==> src/rtl/fvn_pkg.sv <==
`timescale 1ns / 1ps
package fvn_pkg;

    localparam int MAX_OCTAVES_DEF   = 8;
    localparam int FRACTION_BITS_DEF = 16;

    localparam int COORD_W = 32;
    localparam int SUM_W   = 64;
    localparam int OUT_W   = 40;
    localparam int CFG_W   = 32;
    localparam int CIDX_W  = 3;

    // register index map of the configuration port
    typedef enum logic [CIDX_W-1:0] {
        CFG_MODE     = 3'd0,
        CFG_SEED     = 3'd1,
        CFG_OCTAVES  = 3'd2,
        CFG_PERSIST  = 3'd3,
        CFG_AMP      = 3'd4,
        CFG_INVSCALE = 3'd5
    } t_cfg_idx;

    localparam logic [1:0] MODE_PLAIN      = 2'd0;
    localparam logic [1:0] MODE_ABS        = 2'd1;
    localparam logic [1:0] MODE_CONTOUR    = 2'd2;
    localparam logic [1:0] MODE_CONTOUR_YZ = 2'd3;

    localparam logic [31:0] WEIGHT_ONE = 32'd4096;

    // per-lane settings handed from the top level to each octave lane
    typedef struct packed {
        logic        abs_mode;
        logic        active;
        logic [31:0] seed;
        logic [31:0] weight;
    } t_lane_cfg;

endpackage

==> src/rtl/fvn_weight_gen.sv <==
`timescale 1ns / 1ps
module fvn_weight_gen #(
    parameter int MAX_OCTAVES = 8
) (
    input  logic                        i_clk,
    input  logic                        i_rst_n,
    input  logic                        i_start,
    input  logic [15:0]                 i_persist,
    output logic                        o_busy,
    output logic [MAX_OCTAVES-1:0][31:0] o_weight
);
    import fvn_pkg::*;

    localparam int IDX_W = (MAX_OCTAVES > 1) ? $clog2(MAX_OCTAVES) : 1;

    logic                         r_busy;
    logic [IDX_W-1:0]             r_idx;
    logic [31:0]                  r_cur;
    logic [MAX_OCTAVES-1:0][31:0] r_w;
    logic [48:0]                  w_prod;
    logic [36:0]                  w_shift;
    logic [31:0]                  n_cur;

    // g' = min(round(g * p / 4096), 2^32-1)
    always_comb begin
        w_prod  = 49'(r_cur) * 49'(i_persist) + 49'd2048;
        w_shift = w_prod[48:12];
        n_cur   = (w_shift[36:32] != '0) ? 32'hffff_ffff : w_shift[31:0];
    end

    always_ff @(posedge i_clk) begin
        if (!i_rst_n) begin
            r_busy <= 1'b1;
            r_idx  <= '0;
            r_cur  <= WEIGHT_ONE;
        end else if (i_start) begin
            r_busy <= 1'b1;
            r_idx  <= '0;
            r_cur  <= WEIGHT_ONE;
        end else if (r_busy) begin
            r_cur <= n_cur;
            if (r_idx == IDX_W'(MAX_OCTAVES - 1)) begin
                r_busy <= 1'b0;
            end else begin
                r_idx <= r_idx + 1'b1;
            end
        end
    end

    always_ff @(posedge i_clk) begin
        if (r_busy && !i_start) begin
            r_w[r_idx] <= r_cur;
        end
    end

    assign o_busy   = r_busy;
    assign o_weight = r_w;

    a_first_weight: assert property (@(posedge i_clk) disable iff (!i_rst_n)
        !r_busy |-> (r_w[0] == WEIGHT_ONE))
        else $error("octave 0 weight is not 1.0");

endmodule

==> config.mk <==
export PLATFORM = sky130hd
export DESIGN_NAME = fvn_weight_gen
export DESIGN_NICKNAME = d
export VERILOG_FILES = /design/src/rtl/fvn_pkg.sv /design/src/rtl/fvn_weight_gen.sv
export SDC_FILE = /design/constraint.sdc
export NUM_CORES = 1
export LEC_CHECK = 0
export ABC_CLOCK_PERIOD_IN_PS = 10100
export BUFFER_PORTS_ARGS = -buffer_cell sky130_fd_sc_hd__buf_2
export CORE_UTILIZATION = 45
export DETAILED_ROUTE_END_ITERATION = 6
export GPL_TIMING_DRIVEN = 0
export SETUP_SLACK_MARGIN = 0.1
export SLEW_MARGIN = 20
export SYNTH_ARGS = -nofsm -noshare
export SYNTH_HDL_FRONTEND = slang
export SYNTH_SLANG_ARGS = --single-unit
==> constraint.sdc <==
create_clock -name i_clk -period 10.1 [get_ports i_clk]
set_input_delay 1.515 -clock i_clk [delete_from_list [all_inputs] [get_ports i_clk]]
set_output_delay 1.515 -clock i_clk [all_outputs]
set_load 0.01 [all_outputs]
==> results.json <==
{
  "status": "complete, no violations",
  "cp_max_fo": 10,
  "grt_max_degree": 19,
  "fin_hold_ws_ns": 0.553,
  "synth.top_cell.area_share": 0.320,
  "critPathMaxStageDelay_ns": 0.69,
  "period_needed_ns": 8.68,
  "wl_mm": 77.7,
  "ys_seq_area_frac": 0.321,
  "critical-path-top-delay-family": "adder cells",
  "cts_setup_buffers": 0,
  "arrival_ns": 9.08,
  "cp.required_ns": 10.50,
  "min_path_type": "reg2reg",
  "drc": 0,
  "yosys.area.top_type": "fa_1",
  "multiInputGateArea_um2": 15300,
  "start_util": 0.455,
  "syn_nets": 2968,
  "ys.warnings.count": 0,
  "worstSetupEndpointType": "flip-flop",
  "muxShareOfSynthArea": 0.00158,
  "synthFlopType": "edfxtp_1",
  "rows": 88,
  "synthAdderAreaFrac": 0.392,
  "dieArea_um2": 59100,
  "stdcell_count": 3502,
  "cts_sinks": 292,
  "io_buffer_count": 275,
  "synthXorXnorAreaFrac": 0.0114,
  "io_pins": 276,
  "synth_compound_area_frac": 0.0534,
  "vias": 18200,
  "synth_top_family_by_area": "adder cells",
  "fmaxAchievable_mhz": 115,
  "critPathKind": "in2reg",
  "cts_buffers": 23,
  "synth_cells": 2381,
  "synth_edf_count": 256,
  "fin_crit_sh": 0.859,
  "worstPathBufferInverterCount": 10,
  "rsz0062_at_grt": "no",
  "worst_pin_slew_ns": 1.24,
  "ant_nets": 0,
  "final_max_slew_viol_count": 0,
  "fin_nets": 3309,
  "grtUsageTotal": 0.265,
  "gp_congestion": 0.959,
  "hold_violations": 0,
  "fillers": 5151,
  "yosys-top-cells-area": "fa_1 32%, edfxtp_1 29%, inv_1 7.5%",
  "clk_pin_slew_ns": 0.07,
  "first_global_vias": 18800,
  "htree_levels": 1,
  "crit_path_frequent_cell": "fa_1",
  "die_w_um": 243,
  "die_h_um": 243,
  "cts-resized-gates": 0,
  "synth.most_common_cell": "inv_1",
  "cts_tree": "built",
  "synthTopCellsByCount": "521 x inv_1, 419 x fa_1, 322 x nand2_1, 256 x edfxtp_1, 235 x and2_1",
  "synth_cell_types": 71,
  "insertion_delay_ns": 0.51,
  "drt_iter0_drc": 1192,
  "routedWlPerCell_um": 22.2,
  "synth_area_um2": 26200,
  "grt_pass1_wl_mm": 116,
  "synthArstFlopShare": 0,
  "root_buffer": "clkbuf_16",
  "fin_worst_skew_ns": 0.0137,
  "drive_above_1_share": 0.145,
  "setup_tns_ns": 0,
  "drt-pass1-iter-count": 5,
  "cts_buffer_depth": 3,
  "finalSetupViolations": 0,
  "place_area_um2": 28800,
  "yosys.area_share.simple": 0.125,
  "cpMaxStageDelayCell": "clkbuf_1",
  "viasPerCell": 5.21,
  "ys_seq_elements": 292,
  "worst_slew_margin_rel": 0.171,
  "cap_viol_max_count": 0,
  "post-dp-hpwl_mm": 62.5,
  "grt_antenna_before_repair": 8,
  "cts.hold.buffers_added": 0,
  "place_inst": 3462,
  "grt-ovfl-total": 0,
  "start_kind": "primary input",
  "stdcell_area_um2": 29600,
  "syn_avg_cell_area_um2": 11.0,
  "syn_to_final_growth_pct": 13.0,
  "core_area_um2": 57600,
  "seq_area_um2": 8410
}
[sequential cells by signal, indices dropped and copies added (netlist names)]
register / flops
o_weight: 256
r_cur: 32
r_idx: 3
o_busy: 1
[layout by cell type (no fill, tap or decap), drive strengths merged, types with 18 or more instances in the layout]
master / netlist / routed
ha: 149 / 149
and2: 235 / 235
o221a: 31 / 31
nand2: 322 / 322
edfxtp: 256 / 256
buf: 19 / 335
fa: 419 / 419
dfxtp: 36 / 36
a21oi: 50 / 50
o21ai: 27 / 27
a21o: 18 / 18
clkbuf: 87 / 114
inv: 521 / 521
xnor2: 21 / 21
nor2: 27 / 27
[worst min-delay path: stages (launching register included)]
cell and delay (ns):
dfxtp_1 0.34, mux2i_1 0.13, nor2_1 0.05
[cells by family (layout without fill, tap and decap cells)]
| kind of cell | Yosys count | count (layout) |
|---|---|---|
| flops | 292 | 292 |
| fa+ha+maj | 568 | 568 |
| buf+inv | 632 | 987 |
| simple gates | 664 | 664 |
| mux | 4 | 4 |
| xor+xnor | 34 | 34 |
| compound gates | 187 | 187 |
| other cells | 0 | 1 |
[routing by layer]
| layer | wire [um] | up-vias | GRT usage |
|---|---|---|---|
| met3 | 7270 | 143 | 0.0586 |
| met2 | 35200 | 891 | 0.427 |
| met1 | 32300 | 9135 | 0.354 |
| met5 | 11 | - | 0 |
| met4 | 2950 | 2 | 0.0899 |
| li1 | - | 8063 | - |
[area by class of cell]
type / instances / area share
diodes: 1 / 0.0000846
clock inverters: 12 / 0.00525
repair buffers: 316 / 0.0556
plain buffers: 111 / 0.0182
well taps: 765 / 0.0324
inverters: 521 / 0.0661
flip-flops and latches: 292 / 0.284
clock buffers: 27 / 0.0200
multi-input cells: 1457 / 0.518
[final timing paths]
path,from,end,slack (ns),depth (start not counted)
worst max-delay path,i_persist[8],r_cur[25],1.42,26
worst min-delay path,r_idx[2],r_idx[2],0.55,2
worst max register to register,r_cur[11],r_cur[25],1.80,24
worst min register to register,r_idx[2],r_idx[2],0.55,2
[per-stage QoR]
step	setup WS (ns)	util
final	1.42	0.513
after global routing	1.27	0.513
after CTS	1.55	0.513
after detailed placement	1.00	0.500
after global placement	1.07	0.495
after floorplan	2.47	-
Power is not shown: default switching activity piles up to over one toggle a cycle in this logic, so the estimate is an artifact.
