## config.mk

```make
export PLATFORM = sky130hd
export DESIGN_NAME = fvn_pipe_ctrl
export DESIGN_NICKNAME = d
export VERILOG_FILES = /design/src/rtl/fvn_pipe_ctrl.sv
export SDC_FILE = /design/constraint.sdc
export NUM_CORES = 1
export LEC_CHECK = 0
export BUFFER_PORTS_ARGS = -buffer_cell sky130_fd_sc_hd__buf_2
export CORE_MARGIN = 2
export CORE_UTILIZATION = 45
export DETAILED_ROUTE_END_ITERATION = 16
export PLACE_DENSITY = 0.83
export SYNTH_ARGS = -nofsm -noshare
export SYNTH_HDL_FRONTEND = slang
export SYNTH_SLANG_ARGS = --single-unit
```

## constraint.sdc

```tcl
create_clock -name i_clk -period 3.35 [get_ports i_clk]
set_input_delay 0.1675 -clock i_clk [delete_from_list [all_inputs] [get_ports i_clk]]
set_output_delay 0.1675 -clock i_clk [all_outputs]
set_load 0.03 [all_outputs]
```

## src/rtl/fvn_pipe_ctrl.sv

```systemverilog
`timescale 1ns / 1ps
module fvn_pipe_ctrl #(
    parameter int NUM_STAGES = 16
) (
    input  logic                  i_clk,
    input  logic                  i_rst_n,
    input  logic                  i_in_valid,
    input  logic                  i_out_ready,
    output logic [NUM_STAGES-1:0] o_en,
    output logic                  o_out_valid
);
    logic [NUM_STAGES-1:0] r_vld;
    logic [NUM_STAGES-1:0] n_vld;

    // a stage moves when it is empty or the one after it moves
    always_comb begin
        o_en[NUM_STAGES-1] = ~r_vld[NUM_STAGES-1] | i_out_ready;
        for (int k = NUM_STAGES - 2; k >= 0; k--) begin
            o_en[k] = ~r_vld[k] | o_en[k+1];
        end
        n_vld = r_vld;
        if (o_en[0]) begin
            n_vld[0] = i_in_valid;
        end
        for (int k = 1; k < NUM_STAGES; k++) begin
            if (o_en[k]) begin
                n_vld[k] = r_vld[k-1];
            end
        end
    end

    always_ff @(posedge i_clk) begin
        if (!i_rst_n) begin
            r_vld <= '0;
        end else begin
            r_vld <= n_vld;
        end
    end

    assign o_out_valid = r_vld[NUM_STAGES-1];

endmodule

```

==> results of run 1 <==
-- layer usage --
| metal | vias to the layer above | routed length (um) | GRT usage |
|---|---|---|---|
| li1 | 355 | - | - |
| met1 | 321 | 676 | 0.213 |
| met3 | 4 | 91 | 0.0367 |
| met2 | 24 | 661 | 0.217 |
| met5 | - | 0 | 0 |
| met4 | 0 | 30 | 0.139 |
-- cell usage after synthesis, types with 2 or more instances --
| cell | count | area share |
|---|---|---|
| o21a_1 | 5 | 0.051 |
| o31ai_1 | 3 | 0.031 |
| clkbuf_1 | 2 | 0.010 |
| o21ai_2 | 2 | 0.024 |
| buf_6 | 2 | 0.031 |
| a21oi_1 | 3 | 0.020 |
| and4_1 | 2 | 0.024 |
| nand4_1 | 9 | 0.076 |
| inv_1 | 3 | 0.015 |
| nor4_1 | 2 | 0.017 |
| nand2_1 | 13 | 0.066 |
| nor2_1 | 8 | 0.041 |
| buf_2 | 2 | 0.014 |
| dfxtp_1 | 16 | 0.43 |
| and4_4 | 2 | 0.031 |
| nand3_1 | 8 | 0.054 |
-- worst max-delay path, cell delays in order (launching register included) --
cell and delay [ns]:
dfxtp_1 0.37, and4b_1 0.47, and4_4 0.34, nand4_1 0.10, buf_2 0.20
-- per-stage QoR --
step | hold WS (ns) | instance area (um2)
floorplan | 0.280 | 738
global placement | 0.365 | 818
detailed placement | 0.368 | 818
CTS | 0.0678 | 841
global route | 0.0789 | 841
finish | 0.0741 | 841
-- power breakdown --
group | internal, W | switching, W | total [W]
registers | 0.000192 | 0.00000199 | 0.000194
logic | 0.00000286 | 0.00000485 | 0.00000771
clock network | 0.0000418 | 0.0000549 | 0.0000967
-- cell type report --
class	count	share of cell area
clock buffer	3	0.0268
inverter	5	0.0253
multi-input combinational	62	0.424
sequential	16	0.381
tap	16	0.0238
timing repair buffer	20	0.119
-- logic make-up after synthesis --
logic type / count (synthesis) / synth area share
buffers and inverters: 11 / 0.0831
AND/OR/NAND/NOR: 48 / 0.346
flip-flops: 16 / 0.434
AO/OA/AOI/OAI: 14 / 0.137
-- path summary, 6_finish.rpt --
path	from	to	slack, ns	cells after the start
hold reg to reg	r_vld[13]$_SDFFE_PN0P_	r_vld[14]$_SDFFE_PN0P_	0.46	2
setup reg to reg	r_vld[14]$_SDFFE_PN0P_	r_vld[3]$_SDFFE_PN0P_	1.94	4
setup / recovery	r_vld[14]$_SDFFE_PN0P_	o_en[3]	1.43	4
hold / removal	i_in_valid	r_vld[0]$_SDFFE_PN0P_	0.07	3
==> metrics.csv, run 1 <==
metric;value;unit
status;complete, no violations;
Synthesized Nets;93;
commonest non-fill, non-tap cells in the layout;20 x buf_2, 16 x dfxtp_1, 13 x nand2_1;
fin crit share;0.573;
nets@finish;112;
Yosys warning count;0;
DR iter-0 viols;27;
largest net degree at the start of global routing;17;
hold crit path type;in2reg;
routed len/inst;12.0;um
TNS Setup;0;ns
CP arrival;1.75;ns
CTS tree;built;
Pre-antenna DRT Iters;4;
total power;0.000298;W
first-pass GRT wire length;2280;um
RSZ-0062 raised after global routing;no;
clock root cell;clkbuf_4;
Gate Count Post-Synth;89;
gr usage total;0.161;
Static Leak;0.276;nW
# setup viols final;0;
CTS clk-pin slew, worst paths;0.08;ns
Clock Sinks;16;
Core Area;1520;um2
Via density;5.77;
CP Capture Type;output pin;
sequential-to-total area share from yosys stat;0.434;
Achievable Freq;521;MHz
CTS resizes;0;
Clock Skew;0.00319;ns
Fill cells;150;
Final GP Congestion;0.791;
Chip Width;44.5;um
Finished Layout Cells;122;
post-route ant nets;0;
Mean Syn Cell Area;8.29;um2
Post-Syn Area;738;um2
post-synthesis cell type count;23;
slew margin rel.;0.723;
MaxCap Viol Count;0;
min cycle time layout;1.92;ns
commonest non-fill, non-tap cell in the layout;buf_2;
CP required;3.18;ns
pre-CTS setup slack;1.75;ns
worst setup margin;1.43;ns
Die H;44.5;um
final wirelength;1460;um
Top-Level Pins;21;
power per cell area;355;nW/um2
storage element area;320;um2
vias in the first global route;550;
share of cells above drive strength 1;0.274;
Worst VDD drop;0.196;mV
Inst Count DP;119;
# rows;14;
DR vias;704;
top_reg_cell synth;dfxtp_1;
total die area;1980;um2
Setup Buffers After CTS;0;
HPWL after DPL;1070;um
H-tree levels;1;
fin util;0.552;
DRC Markers;0;
Worst-Margin Slew;0.415;ns
Skew-Pair Late Insertion Delay;0.28;ns
Post-synth EDFFs;0;
antenna cells;0;
kind of critical path;reg2out;
multi-input logic area;357;um2
top flop regs;r_vld x16;
antenna violations before repair;0;
Layout area overhead;13.9;%
clk buf depth;2;
startpoint types;register;
Synth async-reset ratio;0;
Final Hold Fails;0;
Max FO, Critical Path;10;
count of final max-slew check failures;0;
Initial Util;0.484;
hold_buf cts;0;
CTS Buf Count;3;
number of flip-flops under the largest register name;16;
Yosys reg bits;16;
number of port buffers;20;
most flop-heavy register;r_vld;
grt total ovfl;0;
(Power assumes the default switching activity.)
==> run 2: changes to the inputs <==
CORE_UTILIZATION = 44   (was 45)
PLACE_DENSITY = 0.84   (was 0.83)
clock period = 1.74 ns   (was 3.35 ns; I/O delays follow)
==> run 2 against run 1 <==
Against the previous run: non-clock buffer count up 3; wire length up 7.7%; clock power rose to 2.5 times the previous value; via count up 8.5%; largest power group unchanged; first-iteration DRC count up 85%; die area up 2.1%; global-route usage up 0.44 points; count of clock-buffer cells in the layout up 1; flip-flop and latch count unchanged; critical path type unchanged.
==> metrics.csv, run 2 (synthesis results as in run 1) <==
metric;value;unit
H-tree levels;1;
Initial Util;0.479;
share of cells above drive strength 1;0.345;
gr usage total;0.166;
Fill cells;151;
dpl cell area;826;um2
Final Hold Fails;0;
routed len/inst;12.5;um
Pre-antenna DRT Iters;4;
post-route ant nets;0;
Static Leak;0.300;nW
Chip Width;45.0;um
# rows;14;
nets@finish;115;
Core Area;1540;um2
Via density;6.06;
min cycle time layout;1.64;ns
final wirelength;1570;um
Max FO, Critical Path;7;
Layout area overhead;20.5;%
commonest non-fill, non-tap cells in the layout;20 x buf_2, 13 x nand2_1, 12 x dfxtp_1;
Die H;45.0;um
TNS Setup;0;ns
most flop-heavy register;r_vld;
Final GP Congestion;0.825;
slew margin rel.;0.807;
CP required;1.65;ns
vias in the first global route;561;
antenna violations before repair;0;
Top-Level Pins;21;
commonest non-fill, non-tap cell in the layout;buf_2;
startpoint types;register;
Achievable Freq;609;MHz
# setup viols final;0;
Skew-Pair Late Insertion Delay;0.29;ns
DRC Markers;0;
Inst Count DP;120;
kind of critical path;reg2out;
antenna cells;0;
MaxCap Viol Count;0;
status;complete, no violations;
Fin Hold WS;0.128;ns
CTS clk-pin slew, worst paths;0.09;ns
fin crit share;0.943;
HPWL after DPL;1140;um
Finished Layout Cells;126;
CTS tree;built;
grt total ovfl;0;
CTS Buf Count;3;
Worst VDD drop;0.477;mV
top flop regs;r_vld x16;
CP arrival;1.55;ns
number of flip-flops under the largest register name;16;
RSZ-0062 raised after global routing;no;
DR iter-0 viols;50;
CP Capture Type;output pin;
Clock Sinks;16;
Worst-Margin Slew;0.287;ns
clock root cell;clkbuf_4;
first-pass GRT wire length;2400;um
Final Cell Area;890;um2
Clock Skew;0.00438;ns
power per cell area;709;nW/um2
DR vias;764;
hold crit path type;in2reg;
pre-CTS setup slack;0.297;ns
largest net degree at the start of global routing;17;
count of final max-slew check failures;0;
number of port buffers;20;
clk buf depth;2;
worst setup margin;0.0992;ns
total die area;2020;um2
run 2: timing repair:
action,CTS,global route
endpoints found under the setup margin,3,8
gates cloned,0,0
hold endpoints to repair,1,0
setup buffers,0,1
hold buffers,1,0
pin swaps,0,1
gates resized for setup,2,5
run 2: worst paths after layout:
| check | start | to | slack [ns] | cells past startpoint |
|---|---|---|---|---|
| max | r_vld[8]$_SDFFE_PN0P_ | o_en[3] | 0.1 | 4 |
| min | i_out_ready | r_vld[15]$_SDFFE_PN0P_ | 0.13 | 4 |
| min reg2reg | r_vld[13]$_SDFFE_PN0P_ | r_vld[14]$_SDFFE_PN0P_ | 0.47 | 2 |
| max reg2reg | r_vld[14]$_SDFFE_PN0P_ | r_vld[3]$_SDFFE_PN0P_ | 0.40 | 5 |
run 2: through the flow:
| stage | power [W] | util |
|---|---|---|
| floorplan | 0.000392 | - |
| global placement | 0.000396 | 0.536 |
| detailed placement | 0.000397 | 0.536 |
| CTS | 0.000638 | 0.567 |
| global route | 0.000657 | 0.577 |
| finish | 0.000631 | 0.577 |
run 2: final cells by class:
class	count	area, um2	area share
Tap cell	16	20.0	0.0225
Sequential cell	16	328	0.368
Inverter	5	21.3	0.0239
Multi-Input combinational cell	62	359	0.404
Timing Repair Buffer	23	125	0.141
Clock buffer	4	36.3	0.0408
run 2: critical path, stage by stage, from the launching register on:
cell and delay [ns]:
dfxtp_2 0.40, and4_2 0.29, and4_4 0.28, nand4_1 0.10, buf_2 0.20
run 2: per-layer routing:
layer  up-vias  wire, um  GRT usage
met2        39       736      0.231
met3         6       113     0.0240
li1        367         -          -
met4         0        27      0.124
met1       352       696      0.229
met5         -         0          0
run 2: power breakdown:
part | switching [W] | internal, W | total [W]
Combinational | 0.0000100 | 0.00000698 | 0.0000170
Sequential | 0.00000409 | 0.000368 | 0.000372
Clock | 0.000114 | 0.000128 | 0.000242
Total | 0.000129 | 0.000503 | 0.000631
